## src/wscfr_pkg.sv

```systemverilog
// ----------------------------------------------------------------------------
// wscfr_pkg
// Shared types and codes for the working-set clock frame replacer.
// ----------------------------------------------------------------------------
package wscfr_pkg;

  localparam logic [2:0] ACT_ALLOC = 3'd0;
  localparam logic [2:0] ACT_FREE  = 3'd1;
  localparam logic [2:0] ACT_REF   = 3'd2;
  localparam logic [2:0] ACT_TICK  = 3'd3;
  localparam logic [2:0] ACT_MAINT = 3'd4;
  localparam logic [2:0] ACT_EVICT = 3'd5;

  localparam logic CFG_WINDOW = 1'b0;
  localparam logic CFG_COUNT  = 1'b1;

  localparam logic KIND_WB   = 1'b0;
  localparam logic KIND_DONE = 1'b1;

  // commands from controller to datapath
  typedef struct packed {
    logic load;       // capture input beat
    logic scan_init;  // start a scan at frame 0
    logic hand_init;  // start a sweep at the hand
    logic step;       // process current frame and advance
    logic finish;     // apply end-of-action update, build completion
    logic emit_wb;    // build writeback result from current frame
  } cmd_t;

  // status from datapath to controller
  typedef struct packed {
    logic [2:0] action;
    logic       scan_free;  // current scan frame is free
    logic       scan_end;   // current scan frame is the last of the pool
    logic       empty;      // used_total is zero
    logic       wb_now;     // current sweep frame needs a writeback
    logic       victim_now; // current sweep frame is the victim
    logic       lap_end;    // advancing reaches the start frame
  } stat_t;

endpackage

```

## src/wscfr_ctrl.sv

```systemverilog
// ----------------------------------------------------------------------------
// wscfr_ctrl
// Sequencer: one action at a time; scans/unstalled sweeps do a frame a cycle.
// ----------------------------------------------------------------------------
module wscfr_ctrl
  import wscfr_pkg::*;
(
  input  logic  clk,
  input  logic  rst,
  input  logic  in_fire,
  input  logic  out_busy,
  input  stat_t st,
  output logic  in_ready,
  output logic  out_load,
  output cmd_t  cmd
);

  localparam logic [2:0] S_IDLE  = 3'd0;
  localparam logic [2:0] S_DEC   = 3'd1;
  localparam logic [2:0] S_SCAN  = 3'd2;
  localparam logic [2:0] S_SWEEP = 3'd3;
  localparam logic [2:0] S_FIN   = 3'd4;

  logic [2:0] state, state_next;

  assign in_ready = (state == S_IDLE);

  // decode next state and commands
  always_comb begin
    state_next = state;
    cmd = '0;
    out_load = 1'b0;
    unique case (state)
      S_IDLE: begin
        if (in_fire) begin
          cmd.load = 1'b1;
          state_next = S_DEC;
        end
      end
      S_DEC: begin
        if (st.action == ACT_ALLOC) begin
          cmd.scan_init = 1'b1;
          state_next = S_SCAN;
        end else if (st.action == ACT_EVICT) begin
          cmd.hand_init = 1'b1;
          state_next = st.empty ? S_FIN : S_SWEEP;
        end else begin
          state_next = S_FIN;
        end
      end
      S_SCAN: begin
        if (st.scan_free) begin
          state_next = S_FIN;
        end else if (st.scan_end) begin
          cmd.hand_init = 1'b1;
          state_next = st.empty ? S_FIN : S_SWEEP;
        end else begin
          cmd.step = 1'b1;
        end
      end
      S_SWEEP: begin
        if (!out_busy) begin
          if (st.victim_now) begin
            state_next = S_FIN;
          end else begin
            cmd.step = 1'b1;
            if (st.wb_now) begin
              cmd.emit_wb = 1'b1;
              out_load = 1'b1;
            end
            if (st.lap_end) state_next = S_FIN;
          end
        end
      end
      S_FIN: begin
        if (!out_busy) begin
          cmd.finish = 1'b1;
          out_load = 1'b1;
          state_next = S_IDLE;
        end
      end
      default: state_next = S_IDLE;
    endcase
  end

  // state register
  always_ff @(posedge clk) begin
    if (rst) state <= S_IDLE;
    else     state <= state_next;
  end

  // a completion or writeback never leaves while the output still holds one
  a_no_overwrite: assert property (@(posedge clk) disable iff (rst)
    out_load |-> !out_busy) else $error("result overwritten");
  a_one_item: assert property (@(posedge clk) disable iff (rst)
    in_fire |=> state == S_DEC) else $error("accept outside idle");
  a_fin_idle: assert property (@(posedge clk) disable iff (rst)
    cmd.finish |=> state == S_IDLE) else $error("finish did not return idle");

endmodule

```

## src/wscfr_dp.sv

```systemverilog
// ----------------------------------------------------------------------------
// wscfr_dp
// Frame table, clock hand, time, configuration and result register.
// ----------------------------------------------------------------------------
module wscfr_dp
  import wscfr_pkg::*;
#(
  parameter int FRAMES = 32
) (
  input  logic        clk,
  input  logic        rst,
  input  logic        cfg_we,
  input  logic        cfg_index,
  input  logic [31:0] cfg_data,
  input  logic [2:0]  action,
  input  logic [19:0] page_number,
  input  logic [4:0]  frame_index,
  input  logic        is_write,
  input  cmd_t        cmd,
  input  logic        out_load,
  input  logic        out_take,
  output stat_t       st,
  output logic        out_busy,
  output logic        kind,
  output logic [4:0]  frame_out,
  output logic [19:0] page_out,
  output logic        evicted,
  output logic        status,
  output logic        last
);

  localparam int FW = (FRAMES > 1) ? $clog2(FRAMES) : 1;
  localparam int NW = $clog2(FRAMES + 1);

  logic [31:0] ws_window;
  logic [5:0]  frame_count;
  logic [2:0]  act;
  logic [19:0] page;
  logic [4:0]  fi;
  logic        wr;

  logic [FRAMES-1:0] used, fdirty, acc, pdirty;
  logic [19:0] fpage [FRAMES];
  logic [31:0] lastuse [FRAMES];
  logic [FW-1:0] hand, ptr, start;
  logic [NW-1:0] used_total;
  logic [31:0] now;
  logic        valid;
  logic        sweeping;

  // pool size clamped to 1..FRAMES
  logic [NW-1:0] n;
  always_comb begin
    if (frame_count == 6'd0) n = NW'(1);
    else if ({26'd0, frame_count} > 32'(FRAMES)) n = NW'(FRAMES);
    else n = NW'(frame_count);
  end

  logic [FW-1:0] ptr_inc;
  logic [31:0]   age;
  logic          fi_ok;
  assign ptr_inc = ({{(NW-FW){1'b0}}, ptr} + NW'(1) >= n) ? '0 : ptr + FW'(1);
  assign age     = now - lastuse[ptr];
  assign fi_ok   = ({27'd0, fi} < 32'(n)) && used[fi[FW-1:0]];

  // status toward the controller
  always_comb begin
    st.action     = act;
    st.scan_free  = !used[ptr];
    st.scan_end   = ({{(NW-FW){1'b0}}, ptr} + NW'(1) >= n);
    st.empty      = (used_total == '0);
    st.wb_now     = used[ptr] && !acc[ptr] && fdirty[ptr];
    st.victim_now = used[ptr] && !acc[ptr] && !fdirty[ptr] && (age > ws_window);
    st.lap_end    = (ptr_inc == start);
  end

  logic fin_alloc_ok;
  assign fin_alloc_ok = !st.empty || !used[ptr];

  // configuration, frame state and hand
  always_ff @(posedge clk) begin
    if (rst) begin
      ws_window  <= 32'd100;
      frame_count <= 6'd32;
      used <= '0; fdirty <= '0; acc <= '0; pdirty <= '0;
      hand <= '0; ptr <= '0; start <= '0;
      used_total <= '0; now <= '0;
    end else begin
      if (cfg_we) begin
        if (cfg_index == CFG_WINDOW) ws_window <= cfg_data;
        else                         frame_count <= cfg_data[5:0];
      end
      if (cmd.load) begin
        act <= action; page <= page_number; fi <= frame_index; wr <= is_write;
      end
      if (cmd.scan_init) ptr <= '0;
      if (cmd.hand_init) begin
        if ({{(NW-FW){1'b0}}, hand} >= n) begin
          ptr <= '0; start <= '0;
        end else begin
          ptr <= hand; start <= hand;
        end
      end
      // sweep step: refresh, clean, skip
      if (cmd.step) ptr <= ptr_inc;
      if (cmd.step && (cmd.emit_wb || used[ptr])) begin
        if (acc[ptr] && sweeping) begin
          lastuse[ptr] <= now;
          acc[ptr] <= 1'b0;
        end else if (cmd.emit_wb) begin
          fdirty[ptr] <= 1'b0;
          pdirty[ptr] <= 1'b0;
        end
      end
      if (cmd.step && sweeping && st.lap_end) hand <= ptr_inc;
      // end-of-action updates
      if (cmd.finish) begin
        unique case (act)
          ACT_ALLOC: begin
            if (fin_alloc_ok) begin
              used[ptr] <= 1'b1; fpage[ptr] <= page; lastuse[ptr] <= now;
              fdirty[ptr] <= 1'b0; acc[ptr] <= 1'b0; pdirty[ptr] <= 1'b0;
              if (!st.scan_free) hand <= ptr_inc;
              else used_total <= used_total + NW'(1);
            end
          end
          ACT_FREE: begin
            if (fi_ok) begin
              used[fi[FW-1:0]] <= 1'b0; fdirty[fi[FW-1:0]] <= 1'b0;
              acc[fi[FW-1:0]] <= 1'b0; pdirty[fi[FW-1:0]] <= 1'b0;
              used_total <= used_total - NW'(1);
            end
          end
          ACT_REF: begin
            if (fi_ok) begin
              acc[fi[FW-1:0]] <= 1'b1;
              if (wr) pdirty[fi[FW-1:0]] <= 1'b1;
            end
          end
          ACT_TICK: now <= now + 32'd1;
          ACT_MAINT: begin
            for (int i = 0; i < FRAMES; i++) begin
              if (i < int'(n) && used[i]) begin
                if (acc[i]) begin
                  lastuse[i] <= now; acc[i] <= 1'b0;
                end
                if (pdirty[i]) fdirty[i] <= 1'b1;
              end
            end
          end
          ACT_EVICT: begin
            if (!st.empty) begin
              if (used[ptr]) begin
                used[ptr] <= 1'b0; fdirty[ptr] <= 1'b0;
                acc[ptr] <= 1'b0; pdirty[ptr] <= 1'b0;
                used_total <= used_total - NW'(1);
              end
              hand <= ptr_inc;
            end
          end
          default: ;
        endcase
      end
    end
  end

  // true while the pointer walks from the hand
  always_ff @(posedge clk) begin
    if (rst) sweeping <= 1'b0;
    else if (cmd.hand_init) sweeping <= 1'b1;
    else if (cmd.finish || cmd.load) sweeping <= 1'b0;
  end

  // result register
  always_ff @(posedge clk) begin
    if (rst) valid <= 1'b0;
    else if (out_load) valid <= 1'b1;
    else if (out_take) valid <= 1'b0;
  end
  assign out_busy = valid && !out_take;

  // build the next result beat
  logic        kind_next, evicted_next, status_next, last_next;
  logic [4:0]  frame_out_next;
  logic [19:0] page_out_next;
  always_comb begin
    kind_next = KIND_DONE; frame_out_next = '0; page_out_next = '0;
    evicted_next = 1'b0; status_next = 1'b0; last_next = 1'b1;
    if (cmd.emit_wb) begin
      kind_next = KIND_WB; frame_out_next = 5'(ptr);
      page_out_next = fpage[ptr]; last_next = 1'b0;
    end else begin
      unique case (act)
        ACT_ALLOC: begin
          if (!fin_alloc_ok) status_next = 1'b1;
          else begin
            frame_out_next = 5'(ptr);
            if (!st.scan_free) begin
              page_out_next = fpage[ptr]; evicted_next = 1'b1;
            end
          end
        end
        ACT_FREE, ACT_REF: frame_out_next = fi;
        ACT_EVICT: begin
          if (st.empty) status_next = 1'b1;
          else begin
            frame_out_next = 5'(ptr);
            if (used[ptr]) begin
              page_out_next = fpage[ptr]; evicted_next = 1'b1;
            end
          end
        end
        default: ;
      endcase
    end
  end

  always_ff @(posedge clk) begin
    if (out_load) begin
      kind <= kind_next; frame_out <= frame_out_next; page_out <= page_out_next;
      evicted <= evicted_next; status <= status_next; last <= last_next;
    end
  end

  a_total: assert property (@(posedge clk) disable iff (rst)
    used_total <= NW'(FRAMES)) else $error("used count overflow");
  a_ptr: assert property (@(posedge clk) disable iff (rst)
    sweeping |-> {{(NW-FW){1'b0}}, ptr} < n || cfg_we || $past(cfg_we))
    else $error("sweep pointer outside pool");
  a_hold: assert property (@(posedge clk) disable iff (rst)
    out_busy && !out_load |=> $stable(frame_out)) else $error("result changed");

endmodule

```

## src/ws_clock_frame_replacer.sv

```systemverilog
// ----------------------------------------------------------------------------
// ws_clock_frame_replacer
// Frame pool managed with the working-set clock replacement policy.
// ----------------------------------------------------------------------------
// Input channel: in_valid / in_stall carry one action beat (action,
// page_number, frame_index, is_write). Output channel: out_valid / out_stall
// carry result beats; each action yields zero or more writebacks, then one
// completion with last set.
// One action is handled at a time; in_stall stays high from the accepting
// edge until the completion is loaded. Tick, free, reference, maintenance and
// undefined actions pass through the decode and finish states to the
// completion. Allocate scans one frame a cycle for a free frame (up to the
// pool size), then, when none is free, sweeps from the clock hand one frame
// a cycle while the output is not stalled, up to one lap; evict runs only
// the sweep.
// Reset clears all frames to free, the hand and the time; ws_window returns
// to 100 and frame_count to 32. A stalled result holds the output register
// and pauses the sweep; input is not taken until the completion is loaded.
// Configuration writes go through cfg_we / cfg_index / cfg_data.
// ----------------------------------------------------------------------------
module ws_clock_frame_replacer
  import wscfr_pkg::*;
#(
  parameter int FRAMES = 32
) (
  input  logic        clk,
  input  logic        rst,
  input  logic        cfg_we,
  input  logic        cfg_index,
  input  logic [31:0] cfg_data,
  input  logic        in_valid,
  output logic        in_stall,
  input  logic [2:0]  action,
  input  logic [19:0] page_number,
  input  logic [4:0]  frame_index,
  input  logic        is_write,
  output logic        out_valid,
  input  logic        out_stall,
  output logic        kind,
  output logic [4:0]  frame_out,
  output logic [19:0] page_out,
  output logic        evicted,
  output logic        status,
  output logic        last
);

  cmd_t  cmd;
  stat_t st;
  logic  in_ready, out_load, out_busy, in_fire, vld;

  assign in_stall  = !in_ready;
  assign in_fire   = in_valid && in_ready;

  // output valid mirrors the result register
  always_ff @(posedge clk) begin
    if (rst) vld <= 1'b0;
    else if (out_load) vld <= 1'b1;
    else if (!out_stall) vld <= 1'b0;
  end
  assign out_valid = vld;

  wscfr_ctrl u_ctrl (
    .clk, .rst, .in_fire, .out_busy, .st, .in_ready, .out_load, .cmd
  );

  wscfr_dp #(.FRAMES(FRAMES)) u_dp (
    .clk, .rst, .cfg_we, .cfg_index, .cfg_data, .action, .page_number,
    .frame_index, .is_write, .cmd, .out_load, .out_take(vld && !out_stall),
    .st, .out_busy, .kind, .frame_out, .page_out, .evicted, .status, .last
  );

endmodule
```

## config.mk

```make
export PLATFORM = sky130hd
export DESIGN_NAME = ws_clock_frame_replacer
export DESIGN_NICKNAME = d
export VERILOG_FILES = /design/src/wscfr_pkg.sv /design/src/wscfr_ctrl.sv /design/src/wscfr_dp.sv /design/src/ws_clock_frame_replacer.sv
export SDC_FILE = /design/constraint.sdc
export NUM_CORES = 2
export LEC_CHECK = 0
export ABC_AREA = 1
export BUFFER_PORTS_ARGS = -buffer_cell sky130_fd_sc_hd__buf_2
export CORE_ASPECT_RATIO = 1.75
export CORE_MARGIN = 10
export CORE_UTILIZATION = 50
export CTS_CLUSTER_SIZE = 28
export DETAILED_ROUTE_END_ITERATION = 10
export GPL_TIMING_DRIVEN = 0
export PLACE_DENSITY = 0.73
export SYNTH_ARGS = -nofsm -noshare
export SYNTH_HDL_FRONTEND = slang
export SYNTH_SLANG_ARGS = --single-unit
```

## constraint.sdc

```tcl
create_clock -name clk -period 8.95 [get_ports clk]
set_clock_uncertainty 0.2 [all_clocks]
set_input_delay 1.79 -clock clk [delete_from_list [all_inputs] [get_ports clk]]
set_output_delay 1.79 -clock clk [all_outputs]
set_load 0.05 [all_outputs]
```

[Yosys cells after proc, flatten, opt, wreduce, memory -nomap -nowiden]
Memories as Yosys holds them, arrays and structs flattened. A register that Yosys moved wholly into a read port is not among the register bits.
Cells that the tools add are included.
Widths: inputs -> output; s select.
Storage, ports and cells
  register bits: 282
  latch bits: 0
  bits in writable memories: 1664
  bits in read-only memories: 0
  input bits: 67
  memories kept: 2
Cells by class
  add/sub/neg operators: 6
  $mul: 0
  divide/modulo/power cells: 0
  $lt $le $gt $ge: 41
  eq/ne operators: 21
  shift operators: 0
  muxes and demuxes: 459
  bitwise gates (word level): 19
  reduce and logical (&&, ||, !) cells: 73
Memory list
  u_dp.lastuse: words 32, bits a word 32, rd ports 1, clocked after memory_dff 1, wr ports 32, line wscfr_dp.sv:44  | logic [31:0] lastuse [FRAMES];
  u_dp.fpage: words 32, bits a word 20, rd ports 1, clocked after memory_dff 1, wr ports 1, line wscfr_dp.sv:43  | logic [19:0] fpage [FRAMES];
Operators with widths (count)
  $mux 32: 35
  $mux 1: 364
  $and 32x32->32: 11
  $pmux 32 s4: 2
  $pmux 32 s5: 1
  $lt 5x6->1 const A: 16
  $or 32x32->32: 3
  $pmux 32 s3: 1
  $mux 5: 18
  $mux 20: 4
  $not 32->32: 2
  $lt 4x6->1 const A: 8
  $logic_and 1x1->1: 46
  $mux 6: 7
  $pmux 20 s2: 1
  $add 32x1->32 const B: 1
  $gt 32x32->1: 1
  $reduce_or 32->1: 1
  $sub 32x32->32: 1
  $mux 3: 10
  $lt 3x6->1 const A: 4
  $bmux 1 s5: 4
  $pmux 6 s3: 1
  $pmux 3 s5: 1
  other kinds (38): 76

[Longest topological paths before layout]
  word-level depth: 18
  gate-level depth with buffers: 43

[By module]
Synthesis repeated with hierarchy kept, for this count alone.
Second synthesis, totals
  cells, all modules: 7559
  area total of the unflattened synthesis: 84104.4 um^2
By module, submodules not included
  wscfr_dp: times used 1, cells each 7484, area each 83705.3 um^2
  wscfr_ctrl: times used 1, cells each 66, area each 344.1 um^2
  ws_clock_frame_replacer: times used 1, cells each 9, area each 55.1 um^2

[Least setup slack after synthesis]
No wires, ideal clock.
  path kind: reg2reg
  start point: register with a tool-made name
  end point: memory u_dp.lastuse[31][0], enable pin
  arrival time: 6.112 ns
  required time: 8.361 ns
  slack: 2.248 ns
  stages on the path, launching flop included: 38
  cells stage by stage: dfxtp_1 > buf_2 > buf_2 > buf_2 > buf_1 > clkbuf_1 > nor2_1 > o221ai_1 > nand3_1 > a32oi_1 > ha_1 > inv_1 > fa_1 > a31oi_1 > inv_1 > a21oi_1 > o21ai_0 > a21oi_1 > (+2 left out) > xnor2_1 > ha_1 > nand2_1 > a21oi_1 > o21ai_0 > nand2_1 > a21oi_1 > nand2_1 > nand3_1 > nand2_1 > nand2_2 > nand2_1 > nor2_1 > nand2_1 > nand2_1 > buf_2 > nand2_1 > nand2_1
RTL lines (line)
  end, declared: wscfr_dp.sv:44

==> impl_metrics.env <==
export IMPL_status="finished, violations left"
export IMPL_violations="max-capacitance violations, max-slew violations"
export IMPL_synth_most_common_cell="edfxtp_1"
export IMPL_fin_area_um2=96100
export IMPL_synth_seq_cells=1951
export IMPL_initial_core_util_pct=50.3
export IMPL_tightestPinTransition_ns=1.68
export IMPL_whs_ns=0.265
export IMPL_synth_area_top_cells="edfxtp_1 62%, o21ai_0 6.7%, dfxtp_1 5.5%, nor2_1 5.3%, nand2_1 3.3%"
export IMPL_layout_min_cycle_time_ns=8.85
export IMPL_fmax_ghz=0.113
export IMPL_synth_warnings=0
export IMPL_timing_max_cap_violations=18
export IMPL_die_area_um2=185000
export IMPL_synth_cell_types=63
export IMPL_drive_gt1_share_pct=11.1
export IMPL_cp_common_cell="nand2_1"
export IMPL_vdd_ir_drop_max_v=0.000187
export IMPL_syn_area_um2=83700
export IMPL_avgSynthCellArea_um2=11.2
export IMPL_grt_pass1_wl_um=539000
export IMPL_yosys_area_share_simple_pct=11.9
export IMPL_htree_levels=4
export IMPL_drt_vias_per_instance=6.78
export IMPL_cts_root_buf="clkbuf_16"
export IMPL_setup_viol=0
export IMPL_routed_wl_um=402000
export IMPL_rows=198
export IMPL_worstSkewPairLatency_ns=0.88
export IMPL_dr_first_iter_drc_count=10300
export IMPL_crit_type="reg2reg"
export IMPL_worstPathArrival_ns=9.18
export IMPL_hpwl_um=291000
export IMPL_cp_required_ns=9.27
export IMPL_maxSlewHeadroom_pct=-12.0
export IMPL_total_power_mw=20.2
export IMPL_fin_cells=10200
export IMPL_synthMuxAreaShare_pct=0
export IMPL_hold_class="reg2reg"
export IMPL_dp_cells=9887
export IMPL_grtUsageTotal_pct=42.6
export IMPL_layout_nets=8038
export IMPL_power_per_cell_area_nw_per_um2=210
export IMPL_grt_pass1_vias=67100
export IMPL_fill_cells=13500
export IMPL_post_drt_wl_per_cell_um=39.2
export IMPL_drtPass1Iterations=9
export IMPL_synth_xor_area_share_pct=0.419
export IMPL_overflow=0
export IMPL_worstPathMaxFanout=22
export IMPL_slew_violations=212
export IMPL_yosysSeqAreaShare_pct=67.3
export IMPL_core_area_um2=166000
export IMPL_drcViolationCount=0
export IMPL_ant_nets=0
export IMPL_endpoint_kind="flip-flop"
export IMPL_synth_flop_cell="edfxtp_1"
export IMPL_die_y_um=561
export IMPL_io_pins=98
export IMPL_cp_slowest_cell="a31oi_2"
export IMPL_synthAdderAreaFrac_pct=1.36
export IMPL_finalHoldViolCount=0
export IMPL_synth_edf_count=1721
export IMPL_synth_top_area_cell="edfxtp_1"
export IMPL_antenna_found_initial=35
export IMPL_start_kind="flip-flop"
export IMPL_syn_inst=7501
export IMPL_p_leak_nw=32.9
export IMPL_postCtsHoldBufs=0
export IMPL_cts_inserted_buffers=181
export IMPL_slowest_delay_ns=0.90
export IMPL_synth_compound_area_share_pct=14.8
export IMPL_routed_via_count=69500
export IMPL_synth_top_area_share_pct=61.8
export IMPL_grt_max_degree=39
export IMPL_synth_top_family_by_area="compound AO/OA/AOI/OAI gates"
export IMPL_cts_sinks=1951
export IMPL_port_buffers=96
export IMPL_area_growth_syn_to_layout_pct=14.9
export IMPL_busiest_layer="met2"
export IMPL_gr_usage_met1_pct=39.4
export IMPL_synth_common_cells="1721 x edfxtp_1, 1187 x nor2_1, 1121 x o21ai_0, 745 x nand2_1, 392 x clkbuf_1"
export IMPL_place_area_um2=88900
export IMPL_cts_tree="done"
export IMPL_fin_crit_sh_pct=98.9
export IMPL_clkTransAtPathRegs_ns=0.07
export IMPL_grt_use_met2_pct=69.2
export IMPL_die_x_um=329
export IMPL_gp_congestion=1.09
export IMPL_clock_path_buffers=4
export IMPL_syn_nets=7658
export IMPL_async_flop_share_pct=0
export IMPL_grt_use_met3_pct=13.0
worst max-delay path: cells and delay by family (launching register included):
kind / cells / cell delay [ns]
simple gates: 19 / 3.12
flops: 1 / 0.45
fa+ha+maj: 2 / 0.50
buf+inv: 6 / 2.07
compound gates: 5 / 1.89
xor+xnor: 1 / 0.15
report_power, final:
| part | internal, mW | switching [mW] |
|---|---|---|
| Clock | 4.39 | 3.53 |
| Combinational | 0.487 | 1.68 |
| Sequential | 9.95 | 0.153 |
per-layer routing:
layer	routed length [um]	vias to the layer above
li1	-	28200
met1	109000	33100
met2	188000	5960
met3	44400	2189
met4	60000	26
met5	295	-
layout by cell type (no fill, tap or decap), types with 26 or more instances in the layout:
master / synthesis / final
buf_2: 34 / 133
nand2_1: 745 / 710
clkinv_2: 0 / 27
clkinv_1: 2 / 34
a21oi_1: 335 / 330
buf_6: 14 / 44
nor2_1: 1187 / 1150
buf_4: 9 / 44
nor2_4: 4 / 28
ha_1: 88 / 87
o22ai_1: 121 / 119
edfxtp_1: 1721 / 1721
a31oi_1: 39 / 34
clkbuf_1: 392 / 252
buf_12: 0 / 60
o221ai_1: 305 / 304
nor3_1: 41 / 36
inv_1: 381 / 381
clkbuf_16: 0 / 183
buf_1: 42 / 28
o21ai_0: 1121 / 1104
nand4_1: 57 / 57
clkbuf_2: 0 / 90
dfxtp_1: 230 / 196
clkbuf_4: 0 / 37
dfxtp_2: 0 / 33
nand3_1: 376 / 364
a32o_1: 34 / 32
xor2_1: 27 / 26
path summary, 6_finish.rpt:
check             slack [ns]                              end                             from  cells after the start
hold / removal          0.27  u_dp.ws_window[12]$_SDFFE_PP0P_  u_dp.ws_window[12]$_SDFFE_PP0P_                      2
setup reg to reg         0.1    u_dp.lastuse[23][7]$_DFFE_PP_                        flip-flop                     33
setup / recovery         0.1    u_dp.lastuse[23][7]$_DFFE_PP_                        flip-flop                     33
hold reg to reg         0.27  u_dp.ws_window[12]$_SDFFE_PP0P_  u_dp.ws_window[12]$_SDFFE_PP0P_                      2
state kept, by name (all words and copies together) (netlist names), 6 cells and up, named ones only:
register          cells
u_dp.acc             32
u_dp.fdirty          32
u_dp.fpage          640
u_dp.frame_count      6
u_dp.lastuse       1024
u_dp.now             32
u_dp.page            20
u_dp.page_out        20
u_dp.pdirty          32
u_dp.used            32
u_dp.used_total       6
u_dp.ws_window       32
per-stage QoR:
stage / setup TNS, ns / worst slack (ns) / util [%]
final: 0 / 0.0952 / 57.8
after global routing: -140.10 / -0.237 / 57.8
after CTS: 0 / 0.00155 / 57.4
after detailed placement: -3307.27 / -3.43 / 53.5
after global placement: -4418.28 / -4.55 / 52.3
after floorplan: 0 / 2.25 / -
final cells by class:
class,instances,area (um2),area share [%]
Antenna cell,18,45.0,0.0469
Buffer,483,2590,2.69
Clock buffer,222,4800,4.99
Clock inverter,101,1060,1.10
Inverter,397,1500,1.56
Multi-Input combinational cell,4662,24700,25.7
Sequential cell,1951,56300,58.6
Tap cell,2200,2750,2.86
Timing Repair Buffer,205,2370,2.47
logic make-up (layout without fill, tap and decap cells):
kind of cell             Yosys count  in the layout
AND/OR/NAND/NOR                 2439           2439
buffers and inverters            888           1408
other                              0             18
XOR/XNOR                          40             40
flip-flops                      1951           1951
AO/OA/AOI/OAI                   2093           2093
adder cells (fa/ha/maj)           90             90
timing repair:
item / in CTS / in global routing
buffers inserted: 0 / 15
pin swaps: 2 / 13
setup endpoints to repair: 1074 / 1028
gates cloned: 0 / 0
resized for setup: 287 / 231
Power figures use the tool's default switching activity.
